--- src/rtl/core/owm_pkg.sv ---
// Shared types and codes of the 1-Wire bus master.
`default_nettype none

package owm_pkg;

  // Request codes carried in req_type
  localparam logic [2:0] REQ_TICK  = 3'd0;
  localparam logic [2:0] REQ_RESET = 3'd1;
  localparam logic [2:0] REQ_WRITE = 3'd2;
  localparam logic [2:0] REQ_READ  = 3'd3;
  localparam logic [2:0] REQ_TOUCH = 3'd4;

  // Timing register file, all counts in microsecond ticks
  typedef struct packed {
    logic [9:0] short_low_time;
    logic [9:0] write_one_release;
    logic [9:0] write_zero_low;
    logic [9:0] write_zero_release;
    logic [9:0] read_sample_delay;
    logic [9:0] read_recovery;
    logic [9:0] reset_low_time;
    logic [9:0] presence_sample_delay;
  } cfg_t;

  // Input request
  typedef struct packed {
    logic [2:0] req_type;
    logic       bus_level;
    logic [7:0] tx_byte;
  } in_item_t;

  // Result of one request
  typedef struct packed {
    logic       bus_pull_low;
    logic       busy_res;
    logic       done_res;
    logic       presence_found;
    logic [7:0] rx_byte;
  } out_item_t;

endpackage

`default_nettype wire

--- src/rtl/core/owm_regs.sv ---
// APB-style timing register file of the 1-Wire master.
`default_nettype none

module owm_regs
  import owm_pkg::*;
(
  input  wire logic        clk,
  input  wire logic        rst_n,
  input  wire logic        psel,
  input  wire logic        penable,
  input  wire logic        pwrite,
  input  wire logic [4:0]  paddr,
  input  wire logic [31:0] pwdata,
  output logic      [31:0] prdata,
  output logic             pready,
  output cfg_t             cfg
);

  localparam logic [2:0] REG_SHORT_LOW    = 3'd0;
  localparam logic [2:0] REG_W1_RELEASE   = 3'd1;
  localparam logic [2:0] REG_W0_LOW       = 3'd2;
  localparam logic [2:0] REG_W0_RELEASE   = 3'd3;
  localparam logic [2:0] REG_RD_SAMPLE    = 3'd4;
  localparam logic [2:0] REG_RD_RECOVERY  = 3'd5;
  localparam logic [2:0] REG_RST_LOW      = 3'd6;
  localparam logic [2:0] REG_PRES_SAMPLE  = 3'd7;

  cfg_t       cfg_r;
  logic [2:0] reg_idx;
  logic       wr_en;
  logic [9:0] rd_val;

  assign reg_idx = paddr[4:2];
  assign wr_en   = psel && penable && pwrite;
  assign pready  = 1'b1;
  assign cfg     = cfg_r;

  // register writes
  always_ff @(posedge clk) begin
    if (!rst_n) begin
      cfg_r.short_low_time        <= 10'd6;
      cfg_r.write_one_release     <= 10'd64;
      cfg_r.write_zero_low        <= 10'd60;
      cfg_r.write_zero_release    <= 10'd10;
      cfg_r.read_sample_delay     <= 10'd9;
      cfg_r.read_recovery         <= 10'd55;
      cfg_r.reset_low_time        <= 10'd480;
      cfg_r.presence_sample_delay <= 10'd70;
    end else if (wr_en) begin
      case (reg_idx)
        REG_SHORT_LOW:   cfg_r.short_low_time        <= pwdata[9:0];
        REG_W1_RELEASE:  cfg_r.write_one_release     <= pwdata[9:0];
        REG_W0_LOW:      cfg_r.write_zero_low        <= pwdata[9:0];
        REG_W0_RELEASE:  cfg_r.write_zero_release    <= pwdata[9:0];
        REG_RD_SAMPLE:   cfg_r.read_sample_delay     <= pwdata[9:0];
        REG_RD_RECOVERY: cfg_r.read_recovery         <= pwdata[9:0];
        REG_RST_LOW:     cfg_r.reset_low_time        <= pwdata[9:0];
        REG_PRES_SAMPLE: cfg_r.presence_sample_delay <= pwdata[9:0];
        default:         cfg_r <= cfg_r;
      endcase
    end
  end

  // read mux
  always_comb begin
    case (reg_idx)
      REG_SHORT_LOW:   rd_val = cfg_r.short_low_time;
      REG_W1_RELEASE:  rd_val = cfg_r.write_one_release;
      REG_W0_LOW:      rd_val = cfg_r.write_zero_low;
      REG_W0_RELEASE:  rd_val = cfg_r.write_zero_release;
      REG_RD_SAMPLE:   rd_val = cfg_r.read_sample_delay;
      REG_RD_RECOVERY: rd_val = cfg_r.read_recovery;
      REG_RST_LOW:     rd_val = cfg_r.reset_low_time;
      REG_PRES_SAMPLE: rd_val = cfg_r.presence_sample_delay;
      default:         rd_val = 10'd0;
    endcase
  end

  assign prdata = {22'd0, rd_val};

endmodule

`default_nettype wire

--- src/rtl/core/owm_core.sv ---
// Bus sequencer of the 1-Wire master: phase state, slot timing, result register.
`default_nettype none

module owm_core
  import owm_pkg::*;
#(
  parameter logic [9:0] RESET_PRE_DELAY = 10'd0,
  parameter logic [9:0] RESET_RECOVERY  = 10'd410
) (
  input  wire logic      clk,
  input  wire logic      rst_n,
  input  wire logic      adv,
  input  in_item_t       item,
  input  cfg_t           cfg,
  output out_item_t      res
);

  typedef enum logic [3:0] {
    PH_IDLE,
    PH_RST_PRE,
    PH_RST_LOW,
    PH_RST_WAIT,
    PH_RST_REC,
    PH_SLOT_LOW,
    PH_SLOT_REL,
    PH_READ_WAIT,
    PH_READ_REC
  } phase_t;

  typedef struct packed {
    phase_t     phase;
    logic [9:0] cd;
    logic [2:0] idx;
    logic       done;
  } slot_t;

  // Start the slot at bit 'start' or beyond; slots that take no time at all
  // are passed over. A start of eight (or nothing left) ends the byte.
  function automatic slot_t enter_slot(input logic [2:0] op, input logic [7:0] tx,
                                       input logic [3:0] start, input cfg_t c);
    slot_t      s;
    logic [7:0] skip;
    logic       found;
    logic [2:0] j;
    logic       b;
    logic       rd;
    logic       z0;
    logic       z1;
    logic [9:0] low;
    logic [9:0] rel;
    z1 = (c.short_low_time == 10'd0) && (c.write_one_release == 10'd0);
    z0 = (c.write_zero_low == 10'd0) && (c.write_zero_release == 10'd0);
    for (int k = 0; k < 8; k++) begin
      skip[k] = (4'(k) < start) ||
                ((op == REQ_WRITE) ? (tx[k] ? z1 : z0) :
                 (op == REQ_TOUCH) ? (!tx[k] && z0) : 1'b0);
    end
    found = 1'b0;
    j     = 3'd0;
    for (int k = 7; k >= 0; k--) begin
      if (!skip[k]) begin
        found = 1'b1;
        j     = 3'(k);
      end
    end
    b   = tx[j];
    rd  = (op == REQ_READ) || ((op == REQ_TOUCH) && b);
    low = (rd || b) ? c.short_low_time : c.write_zero_low;
    rel = b ? c.write_one_release : c.write_zero_release;
    s.phase = PH_IDLE;
    s.cd    = 10'd0;
    s.idx   = j;
    s.done  = !found;
    if (found) begin
      if (low != 10'd0) begin
        s.phase = PH_SLOT_LOW;
        s.cd    = low;
      end else if (rd) begin
        s.phase = PH_READ_WAIT;
        s.cd    = c.read_sample_delay;
      end else begin
        s.phase = PH_SLOT_REL;
        s.cd    = rel;
      end
    end
    return s;
  endfunction

  phase_t     phase_r, phase_nxt;
  logic [9:0] cd_r, cd_nxt;
  logic [2:0] idx_r, idx_nxt;
  logic [7:0] tx_r, tx_nxt;
  logic [7:0] rx_r, rx_nxt;
  logic [2:0] op_r, op_nxt;
  logic       pres_r, pres_nxt;
  logic       done;
  out_item_t  res_r, res_nxt;

  slot_t      next_slot;
  slot_t      first_slot;
  logic       cur_bit;
  logic       cur_rd;
  logic [9:0] cur_rel;
  logic       tick_end;

  // bit after the current one, and first bit of a new byte
  assign next_slot  = enter_slot(op_r, tx_r, {1'b0, idx_r} + 4'd1, cfg);
  assign first_slot = enter_slot(item.req_type, item.tx_byte, 4'd0, cfg);
  assign cur_bit    = tx_r[idx_r];
  assign cur_rd     = (op_r == REQ_READ) || ((op_r == REQ_TOUCH) && cur_bit);
  assign cur_rel    = cur_bit ? cfg.write_one_release : cfg.write_zero_release;
  assign tick_end   = (cd_r <= 10'd1);

  // next state for the request in hand
  always_comb begin
    phase_nxt = phase_r;
    cd_nxt    = cd_r;
    idx_nxt   = idx_r;
    tx_nxt    = tx_r;
    rx_nxt    = rx_r;
    op_nxt    = op_r;
    pres_nxt  = pres_r;
    done      = 1'b0;
    case (item.req_type)
      REQ_TICK: begin
        case (phase_r)
          PH_IDLE: ;
          PH_RST_WAIT: begin
            if (cd_r == 10'd0) begin
              pres_nxt = ~item.bus_level;
              if (RESET_RECOVERY != 10'd0) begin
                phase_nxt = PH_RST_REC;
                cd_nxt    = RESET_RECOVERY;
              end else begin
                phase_nxt = PH_IDLE;
                cd_nxt    = 10'd0;
                done      = 1'b1;
              end
            end else begin
              cd_nxt = cd_r - 10'd1;
            end
          end
          PH_READ_WAIT: begin
            if (cd_r == 10'd0) begin
              rx_nxt[idx_r] = item.bus_level;
              if (cfg.read_recovery != 10'd0) begin
                phase_nxt = PH_READ_REC;
                cd_nxt    = cfg.read_recovery;
              end else begin
                phase_nxt = next_slot.phase;
                cd_nxt    = next_slot.cd;
                idx_nxt   = next_slot.idx;
                done      = next_slot.done;
              end
            end else begin
              cd_nxt = cd_r - 10'd1;
            end
          end
          PH_RST_PRE: begin
            if (!tick_end) begin
              cd_nxt = cd_r - 10'd1;
            end else if (cfg.reset_low_time != 10'd0) begin
              phase_nxt = PH_RST_LOW;
              cd_nxt    = cfg.reset_low_time;
            end else begin
              phase_nxt = PH_RST_WAIT;
              cd_nxt    = cfg.presence_sample_delay;
            end
          end
          PH_RST_LOW: begin
            if (!tick_end) begin
              cd_nxt = cd_r - 10'd1;
            end else begin
              phase_nxt = PH_RST_WAIT;
              cd_nxt    = cfg.presence_sample_delay;
            end
          end
          PH_RST_REC: begin
            if (!tick_end) begin
              cd_nxt = cd_r - 10'd1;
            end else begin
              phase_nxt = PH_IDLE;
              cd_nxt    = 10'd0;
              done      = 1'b1;
            end
          end
          PH_SLOT_LOW: begin
            if (!tick_end) begin
              cd_nxt = cd_r - 10'd1;
            end else if (cur_rd) begin
              phase_nxt = PH_READ_WAIT;
              cd_nxt    = cfg.read_sample_delay;
            end else if (cur_rel != 10'd0) begin
              phase_nxt = PH_SLOT_REL;
              cd_nxt    = cur_rel;
            end else begin
              phase_nxt = next_slot.phase;
              cd_nxt    = next_slot.cd;
              idx_nxt   = next_slot.idx;
              done      = next_slot.done;
            end
          end
          PH_SLOT_REL, PH_READ_REC: begin
            if (!tick_end) begin
              cd_nxt = cd_r - 10'd1;
            end else begin
              phase_nxt = next_slot.phase;
              cd_nxt    = next_slot.cd;
              idx_nxt   = next_slot.idx;
              done      = next_slot.done;
            end
          end
          default: begin
            phase_nxt = PH_IDLE;
            cd_nxt    = 10'd0;
          end
        endcase
      end
      REQ_RESET: begin
        if (phase_r == PH_IDLE) begin
          op_nxt   = REQ_RESET;
          idx_nxt  = 3'd0;
          rx_nxt   = 8'd0;
          tx_nxt   = 8'd0;
          pres_nxt = 1'b0;
          if (RESET_PRE_DELAY != 10'd0) begin
            phase_nxt = PH_RST_PRE;
            cd_nxt    = RESET_PRE_DELAY;
          end else if (cfg.reset_low_time != 10'd0) begin
            phase_nxt = PH_RST_LOW;
            cd_nxt    = cfg.reset_low_time;
          end else begin
            phase_nxt = PH_RST_WAIT;
            cd_nxt    = cfg.presence_sample_delay;
          end
        end
      end
      REQ_WRITE, REQ_READ, REQ_TOUCH: begin
        if (phase_r == PH_IDLE) begin
          op_nxt    = item.req_type;
          rx_nxt    = 8'd0;
          tx_nxt    = item.tx_byte;
          phase_nxt = first_slot.phase;
          cd_nxt    = first_slot.cd;
          idx_nxt   = first_slot.idx;
          done      = first_slot.done;
        end
      end
      default: ;
    endcase
  end

  // result fields from the state after the request
  always_comb begin
    res_nxt.bus_pull_low   = (phase_nxt inside {PH_RST_LOW, PH_SLOT_LOW});
    res_nxt.busy_res       = (phase_nxt != PH_IDLE);
    res_nxt.done_res       = done;
    res_nxt.presence_found = done && (op_nxt == REQ_RESET) && pres_nxt;
    res_nxt.rx_byte        = (done && ((op_nxt == REQ_READ) || (op_nxt == REQ_TOUCH)))
                             ? rx_nxt : 8'd0;
  end

  // state and result register
  always_ff @(posedge clk) begin
    if (!rst_n) begin
      phase_r <= PH_IDLE;
      cd_r    <= 10'd0;
      idx_r   <= 3'd0;
      tx_r    <= 8'd0;
      rx_r    <= 8'd0;
      op_r    <= 3'd0;
      pres_r  <= 1'b0;
    end else if (adv) begin
      phase_r <= phase_nxt;
      cd_r    <= cd_nxt;
      idx_r   <= idx_nxt;
      tx_r    <= tx_nxt;
      rx_r    <= rx_nxt;
      op_r    <= op_nxt;
      pres_r  <= pres_nxt;
      res_r   <= res_nxt;
    end
  end

  assign res = res_r;

endmodule

`default_nettype wire

--- src/rtl/core/one_wire_bus_master_unit.sv ---
// Top level of the 1-Wire bus master: request and result channels, timing registers.
//
//  channel | direction | handshake          | payload
//  --------+-----------+--------------------+------------------------------
//  in_     | in        | in_valid/in_stall  | in_item_t (request, tick level)
//  out_    | out       | out_valid/out_stall| out_item_t (wire drive, status)
//  cfg     | in        | psel/penable/pready| 10-bit timing registers
//
// One request is taken per cycle while the result side does not stall; its result
// passes the input register, then the sequencer and result register.
// Zero-length low, release and recovery phases are folded within the same cycle.
// A stall on the result side holds both registers; requests keep flowing
// while the result register is free. Synchronous reset, active low.
`default_nettype none

module one_wire_bus_master_unit
  import owm_pkg::*;
#(
  parameter logic [9:0] RESET_PRE_DELAY = 10'd0,
  parameter logic [9:0] RESET_RECOVERY  = 10'd410
) (
  input  wire logic        clk,
  input  wire logic        rst_n,
  input  wire logic        in_valid,
  output logic             in_stall,
  input  in_item_t         in_data,
  output logic             out_valid,
  input  wire logic        out_stall,
  output out_item_t        out_data,
  input  wire logic        psel,
  input  wire logic        penable,
  input  wire logic        pwrite,
  input  wire logic [4:0]  paddr,
  input  wire logic [31:0] pwdata,
  output logic      [31:0] prdata,
  output logic             pready
);

  logic     in_valid_r;
  in_item_t in_data_r;
  logic     out_valid_r;
  logic     adv;
  cfg_t     cfg;

  // request moves on when the result register is empty or being taken
  assign adv      = in_valid_r && (!out_valid_r || !out_stall);
  assign in_stall = in_valid_r && out_valid_r && out_stall;

  // input register
  always_ff @(posedge clk) begin
    if (!rst_n) begin
      in_valid_r <= 1'b0;
    end else if (!in_stall) begin
      in_valid_r <= in_valid;
      in_data_r  <= in_data;
    end
  end

  // result valid
  always_ff @(posedge clk) begin
    if (!rst_n) begin
      out_valid_r <= 1'b0;
    end else if (adv) begin
      out_valid_r <= 1'b1;
    end else if (!out_stall) begin
      out_valid_r <= 1'b0;
    end
  end

  assign out_valid = out_valid_r;

  owm_regs u_regs (
    .clk     (clk),
    .rst_n   (rst_n),
    .psel    (psel),
    .penable (penable),
    .pwrite  (pwrite),
    .paddr   (paddr),
    .pwdata  (pwdata),
    .prdata  (prdata),
    .pready  (pready),
    .cfg     (cfg)
  );

  owm_core #(
    .RESET_PRE_DELAY (RESET_PRE_DELAY),
    .RESET_RECOVERY  (RESET_RECOVERY)
  ) u_core (
    .clk   (clk),
    .rst_n (rst_n),
    .adv   (adv),
    .item  (in_data_r),
    .cfg   (cfg),
    .res   (out_data)
  );

endmodule

`default_nettype wire

--- config.mk ---
export PLATFORM = sky130hd
export DESIGN_NAME = one_wire_bus_master_unit
export DESIGN_NICKNAME = d
export VERILOG_FILES = /design/src/rtl/core/owm_pkg.sv /design/src/rtl/core/owm_regs.sv /design/src/rtl/core/owm_core.sv /design/src/rtl/core/one_wire_bus_master_unit.sv
export SDC_FILE = /design/constraint.sdc
export NUM_CORES = 1
export LEC_CHECK = 0
export BUFFER_PORTS_ARGS = -buffer_cell sky130_fd_sc_hd__buf_2
export CORE_UTILIZATION = 40
export DETAILED_ROUTE_END_ITERATION = 6
export GPL_ROUTABILITY_DRIVEN = 0
export PLACE_DENSITY_LB_ADDON = 0.05
export SLEW_MARGIN = 10
export SYNTH_ARGS = -nofsm -noshare
export SYNTH_HDL_FRONTEND = slang
export SYNTH_HIERARCHICAL = 1
export SYNTH_SLANG_ARGS = --single-unit
--- constraint.sdc ---
create_clock -name clk -period 4.8 [get_ports clk]
set_input_delay 0.24 -clock clk [delete_from_list [all_inputs] [get_ports clk]]
set_output_delay 0.24 -clock clk [all_outputs]
set_load 0.1 [all_outputs]
==> results, run 1 <==
- The final standard cell area without fillers is 12,300 um^2.
- The register bit total from synthesis is 143.
- The largest net degree at the start of global routing is 89.
- The final instance count without filler cells is 1,829.
- At the worst endpoint, the required time is 5.11 ns.
- The clock period could shrink to 4.59 ns.
- The power per standard cell area is 285 nW/um^2.
- The startpoint of the most critical hold path is in_valid.
- TritonCTS built the clock tree.
- Data on the critical path arrives at its endpoint at 4.90 ns.
- The most instantiated flip-flop cell in the synthesis netlist is dfxtp_1.
- The class of the most critical setup path is reg -> reg.
- The number of endpoints with negative hold slack in the final report is 0.
- For the pin with the worst max-slew slack, the measured transition is 1.07 ns.
- The total number of vias is 11,297.
- For the worst-skew pair, the clock arrives at the later sink with an insertion delay of 0.44 ns.
- For the final routed database, the setup TNS stands at 0 ns.
- The post-synthesis average cell area is 7.61 um^2.
- The number of iterations in the first detailed-routing pass is 7.
- The max-cap violation count is 0.
- Sequential cells were found to cover 28.8% of the synthesized design area.
- Summing all multi-input logic gate instances after layout gives 7110 um^2.
- The worst setup path is launched from a register.
- Counting instances in the post-synthesis netlist gives the leading cell types as nand2_1 (215), o21ai_0 (126), dfxtp_1 (119), nor2_1 (117), a21oi_1 (74).
- Wires add up to 42,300 um.
- Measured in cells, the most critical reg-to-reg path has a length of 14.
- The area fraction in and, or, nand and nor cells after synthesis is 25.7%.
- The max-slew violation total from the final report came to 0.
- The slowest stage cell on the critical path is or4_4.
- The global-route total usage across every layer is 30.0%.
- The multiplexer share of the synthesized area is 7.27%.
- The library cell with the largest summed area after synthesis is dfxtp_1.
- The number of antenna diodes in the final layout is 0.
- The most instantiated library cell after synthesis is nand2_1.
- After clock tree synthesis, the clock-pin slew on the worst setup and hold paths is 0.07 ns.
- After clock tree synthesis, the setup repair step added 0 buffers.
- The initial antenna violation count is 0.
- The compound-cell area share of the yosys netlist is 30.4%.
- The fraction of synthesized cell area in xor and xnor cells is 0.812%.
- The share of Yosys cell area claimed by the top area cell type is 22.1%.
- The worst-case setup slack after placement is 0.246 ns.
- The mapped cell area is 10,800 um^2.
- The clock buffer count from CTS is 17.
- The capturing element type of the critical path is a register.
- In this run the worst path has a maximum fanout of 19.
- The post-route clock period utilization is 95.6%.
- Cells with a size suffix above 1 make up 14.7% of the layout.
- By area the synthesized netlist is led by dfxtp_1 (22%), nand2_1 (7.5%), edfxtp_1 (6.7%), o21ai_0 (5.8%), mux2i_1 (5.6%).
- The destination of the worst register-to-register timing path is u_core/cd_r[2].
- The DRC violations left is 7.
- The total overflow reported by the global router is 0.
- The number of enable flip-flop cells after synthesis is 24.
- The timing-limited maximum frequency is 218 MHz.
- The buffer cell driving the clock tree root is clkbuf_16.
- The detailed-route wire length per cell is 23.1 um.
- Including well taps, the total number of placed cells is 1,785.
- The number of buffers added on ports is 55.
- The critical register-to-register path startpoint is u_regs/cfg[50].
- The initialized floorplan defines 59 standard-cell rows.
- The largest clock skew in the final design is 0.0155 ns.
- The tightest slew margin relative to the limit is 28.7%.
- The count of endpoints failing setup in the final report is 0.
- Across all setup checks in the final design, the least slack found is 0.209 ns.
- The origin of the worst setup path is u_regs/cfg[50].
- The tightest min-delay check is of the in -> reg type.
- The clock drives 143 sinks.
- The final layout net count is 1,542.
- The die covers 27,600 um^2.
- After the first detailed-routing iteration, the DRC count stood at 1,264.
- Across the VDD grid, the largest voltage drop is 201 uV.
- The overall power after layout is 3.50 mW.
- After synthesis, the share of flip-flops with an asynchronous set or reset is 0%.
- The checks that failed: design-rule violations.
- The largest single stage delay on the critical path is 0.53 ns.
- The total area inside the core boundary comes to 26,300 um^2.
- Measured along the x axis, the die boundary spans 166 um.
- Once placement finished, the instance area stood at 11,600 um^2.
- The count of pins on the block boundary is 103.
- The number of nets still failing antenna checks after routing is 0.
- The synthesized netlist devotes 0.580% of its cell area to adder and majority cells.
- The cell leakage power is 4.65 nW.
- The die height is 166 um.
- The distinct cell type count after synthesis is 94.
- The half-perimeter wire length after detailed placement is 31,000 um.
- By area, the combinational part of the netlist is dominated by compound AO/OA/AOI/OAI gates.
- The via count of the first global-routing pass is 10,288.
- Setup repair after global routing left no endpoint under its margin.
- No sink is reached through more buffers than the 2 on the longest clock path.
- The H-tree depth is 4.
- The worst register-to-register path has a setup slack of 0.21 ns.
- The end point of the critical path is u_core/cd_r[2].
- The signal on the critical path passes through nor4_1, and4_4, nand2_4, or4_4, a211oi_2, a2111oi_0, mux2_2, o32ai_2, or2b_1, buf_4, mux2i_1, o21ai_0, a311oi_1, a21oi_1.
- The via density per instance is 6.18.
- The synthesized instance count is 1,419.
- The first global-routing pass estimated 63,200 um of wire.
- Counting the fill cells in the layout gives 2,685.
- The initial core utilization is 41.1%.
- The area taken by flip-flops and latches is 3100 um^2.
- The area growth from synthesis to layout is 13.8%.
- The flow ran to the end, but the final reports show violations.
- For this run, the number of Yosys warnings is 6.
## placed cells by master, fill, tap and decap left out, drive strengths merged, types with 10 or more instances in the layout
master	synthesis	final
nand3b	11	11
a21o	11	11
mux2i	60	60
a221oi	19	19
o21ai	131	131
edfxtp	24	24
nor2	124	124
mux2	14	14
o31ai	10	10
nor4	18	18
o211a	12	12
a22o	13	13
a21oi	74	74
or3	10	10
nand2b	19	19
dfxtp	119	119
a211oi	15	15
a21boi	67	67
nand2	216	216
nor3	24	24
nor2b	31	31
a31oi	11	11
nand3	54	54
a22oi	11	11
o21a	15	15
conb	2	23
o221ai	10	10
buf	50	133
dlygate4sd3	0	12
o32ai	10	10
and3	12	12
clkbuf	73	17
inv	20	30
o211ai	13	13
## cell type report
cell class / instances / area share (%)
clock buffer: 17 / 3.47
clock inverter: 15 / 1.35
inverter: 20 / 0.611
multi-input combinational: 1154 / 57.9
sequential: 143 / 25.3
tap: 335 / 3.41
timing repair buffer: 145 / 8.01
## state kept, by name, indices dropped and copies added, names as in the netlist
| signal | count |
|---|---|
| u_core/idx_r | 3 |
| u_core/op_r | 3 |
| in_valid_r | 1 |
| out_valid | 1 |
| u_core/tx_r | 8 |
| u_regs/cfg | 80 |
| u_core/cd_r | 10 |
| u_core/rx_r | 8 |
| in_data_r | 12 |
| u_core/phase_r | 4 |
| u_core/pres_r | 1 |
| u_core/res | 12 |
## timing repair
| item | CTS | global route |
|---|---|---|
| resized for setup | 0 | 2 |
| setup endpoints to repair | 0 | 5 |
| hold buffers | 12 | 0 |
| hold endpoints to repair | 12 | 0 |
## worst min path at each step
| stage | to | slack (ns) | cells after the start |
|---|---|---|---|
| 3_3_place_gp | in_data_r[2] | 0.42 | 1 |
| 6_report | in_valid_r | 0.03 | 2 |
| 5_1_grt | in_valid_r | 0.03 | 2 |
| 3_5_place_dp | in_data_r[4] | 0.42 | 1 |
| 2_1_floorplan | in_data_r[0] | 0.34 | 0 |
| 4_1_cts | in_valid_r | 0.02 | 2 |
## logic make-up after synthesis
family / count (synthesis)
AND/OR/NAND/NOR: 560
AO/OA/AOI/OAI: 481
flip-flops: 143
buffers and inverters: 143
multiplexers: 75
XOR/XNOR: 10
adder cells (fa/ha/maj): 5
other: 2
## per-stage QoR
stage | hold WS, ns | util [%]
finish | 0.0250 | 46.7
global route | 0.0255 | 46.7
CTS | 0.0190 | 46.7
detailed placement | 0.418 | 44.0
global placement | 0.418 | 44.0
floorplan | 0.339 | -
## routing by layer
layer  global-route usage, %  up-vias  wire, um
met5                       0        -         0
met2                    48.8      516     19400
li1                        -     5329         -
met4                    13.9        0      1710
met3                    4.69       90      3010
met1                    39.1     5362     18200
## power by group
group          switching, mW  leakage, nW  total [mW]  internal, mW
Clock                  0.664        0.293        1.37         0.702
Sequential            0.0425         1.18        1.29          1.25
Combinational          0.605         3.18       0.844         0.239
## critical path: cells and delay by family (launching register included)
| family | cells | cell delay [ns] |
|---|---|---|
| buf+inv | 1 | 0.29 |
| flops | 1 | 0.37 |
| simple gates | 5 | 1.69 |
| compound gates | 6 | 1.39 |
| mux | 2 | 0.70 |
Note: power is estimated with default switching activity, not from simulation.
==> inputs of run 2 (changes only) <==
==> constraint.sdc (replaced) <==
create_clock -name clk -period 5.7 [get_ports clk]
set_input_delay 0.285 -clock clk [delete_from_list [all_inputs] [get_ports clk]]
set_output_delay 0.285 -clock clk [all_outputs]
set_load 0.1 [all_outputs]
==> results, run 2 (synthesized netlist as in run 1, its figures left out) <==
- The half-perimeter wire length after detailed placement was 29,900 um (-3.6%).
- In this run the worst hold path is classified as in -> reg.
- The global-route total usage across every layer is 29.3% (-0.69 points).
- The maximum buffer depth of the clock tree is 2 (unchanged).
- The max-cap violation count is 0 (unchanged).
- Leaving out fill and tap cells, the most frequent cell in the layout is nand2_1.
- The final period demand of the worst path is 5.05 ns (+0.456 ns).
- The count of pins on the block boundary came to 103 (unchanged).
- The die height was 166 um (unchanged).
- The area growth from synthesis to layout is 9.25%.
- The cell area after placement is 11,200 um^2 (-3.1%).
- The capturing element type of the critical path is a register.
- The number of cells on the worst hold path is 1 (-1).
- The busiest metal layer after global routing is met2.
- The number of flip-flops in the largest register is 80 (unchanged).
- The via density per instance came to 6.26 (+1.4%).
- The peak fanout along the critical path was 10 (-9).
- The worst hold path begins at in_data[5].
- The destination of the worst register-to-register timing path is u_core/res[10].
- The number of core rows is 59 (unchanged).
- The run finished, with violations left.
- The total number of vias was 11,081 (-1.9%).
- The cell leakage power is 4.36 nW (-6.3%).
- The number of buffers added on ports came to 55 (unchanged).
- The routed wire length came to 41,400 um (-2.2%).
- The post-route clock period utilization is 88.5% (-7.1 points).
- The type of origin of the critical path is a register.
- TritonCTS built the clock tree.
- The number of endpoints with negative hold slack in the final report is 0 (unchanged).
- The detailed-route wire length per cell was 23.4 um (+1.2%).
- Clock tree synthesis selected as its root buffer the cell clkbuf_16.
- The number of inserted diodes is 0 (unchanged).
- The clock insertion delay at the later pin of the skew report is 0.44 ns (about the same).
- The hold-fix buffer count after cts is 0 (-12).
- In this run the critical register-to-register path is launched from u_regs/cfg[64].
- The met2 track utilization from global routing is 47.0% (-1.8 points).
- The via count of the first global-routing pass was 10,123 (-1.6%).
- The checks that failed: design-rule violations.
- The largest net degree at the start of global routing is 70 (-21%).
- The largest clock skew in the final design is 0.0182 ns (+0.00273 ns).
- The count of endpoints failing setup in the final report came to 0 (unchanged).
- The total overflow reported by the global router is 0 (unchanged).
- The number of buffers inserted to repair setup after CTS came to 0 (unchanged).
- The first-iteration detailed-routing DRC count is 1,155 (-8.6%).
- The clock buffer count from CTS is 17 (unchanged).
- The sum of negative setup slack is 0 ns (unchanged).
- The reg-to-reg setup timing slack is 0.65 ns (+0.44 ns).
- The number of gates given a new drive strength after cts was 0 (unchanged).
- In the layout the commonest cells are nand2_1 (215), o21ai_0 (126), dfxtp_1 (119), nor2_1 (117), a21oi_1 (74).
- The overall power after layout is 2.95 mW (-16%).
- The met1 usage came to 38.6% (-0.51 points).
- The measured slew at the worst slew-check pin is 1.16 ns (+0.0967 ns).
- The die extent in x is 166 um (unchanged).
- The H-tree depth came to 4 (unchanged).
- The final standard cell area without fillers was 11,800 um^2 (-4.0%).
- The power per standard cell area is 250 nW/um^2 (-12%).
- The setup path with the least slack is of type reg -> reg.
- The first-pass GRT wire length is 62,000 um (-1.9%).
- The final layout net count is 1,482 (-3.9%).
- The core box area came to 26,300 um^2 (unchanged).
- The worst endpoint required time came to 5.88 ns (+0.77 ns).
- The die area is 27,600 um^2 (unchanged).
- The share of layout cells above drive strength 1 is 11.8% (-2.9 points).
- The initial core utilization is 41.1% (unchanged).
- The peak supply drop is 184 uV (-8.5%).
- The timing-limited maximum frequency came to 198 MHz (-9.0%).
- The DRC violations left is 8 (+1).
- The max-slew violation total from the final report is 0 (unchanged).
- The number of iterations in the first detailed-routing pass was 7 (unchanged).
- The met3 demand-to-capacity share in global routing is 4.03% (-0.67 points).
- The tightest slew margin relative to the limit is 22.3% (-6.5 points).
- The clock net sink count is 143 (unchanged).
- Setup repair after global routing left no endpoint under its margin.
- The origin of the worst setup path is u_regs/cfg[64].
- The number of nets still failing antenna checks after routing is 0 (unchanged).
- The end point of the critical path is u_core/res[10].
- The initial antenna violation count is 0 (unchanged).
- The clock slew at the register clock pins of the worst setup and hold paths came to 0.07 ns (about the same).
- The worst path arrival time is 5.23 ns (+0.33 ns).
- The worst-case reg-to-reg path depth is 15 (+1).
[run 2: critical path, cell delays in order (launching register included)]
cell	delay, ns
dfxtp_1	0.39
nor4_1	0.59
nand3_1	0.35
nor3b_2	0.26
buf_4	0.17
mux2_2	0.34
a211oi_2	0.31
a2111oi_0	0.12
mux2_2	0.28
o32ai_2	0.51
or2b_1	0.22
buf_4	0.20
a311oi_1	0.15
o32a_1	0.38
or3_1	0.37
nand2b_1	0.16
[run 2: layer usage]
layer  vias up  wire (um)
li1       5185          -
met1      5276      17700
met2       507      18800
met3       113       2680
met4         0       2160
met5         -          0
[run 2: how the worst min path moves through the flow]
stage                          end  slack, ns
CTS                   in_data_r[2]       0.01
global placement    u_core/rx_r[3]       0.46
floorplan             in_data_r[0]       0.38
detailed placement    in_data_r[1]       0.46
global route          in_data_r[2]       0.02
finish                in_data_r[5]       0.02
[run 2: where the power goes]
part	internal [mW]	switching [mW]
registers	1.05	0.0405
clock network	0.629	0.543
logic	0.185	0.495
[run 2: layout make-up]
| type | instances | area, um^2 |
|---|---|---|
| tap | 335 | 419 |
| multi-input combinational | 1154 | 7090 |
| clock buffer | 18 | 429 |
| clock inverter | 14 | 168 |
| fill | 2726 | 14500 |
| inverter | 20 | 75.1 |
| timing repair buffer | 85 | 503 |
| sequential | 143 | 3100 |
[run 2: metrics by stage]
stage | instances | worst slack [ns] | util [%] | hold WS, ns
3_5_place_dp | 1737 | 0.777 | 42.6 | 0.463
3_3_place_gp | 1737 | 0.804 | 42.6 | 0.460
4_1_cts | 1769 | 0.755 | 44.9 | 0.0104
2_1_floorplan | 1440 | 1.42 | - | 0.384
5_1_grt | 1769 | 0.467 | 44.9 | 0.0155
6_report | 1769 | 0.653 | 44.9 | 0.0231
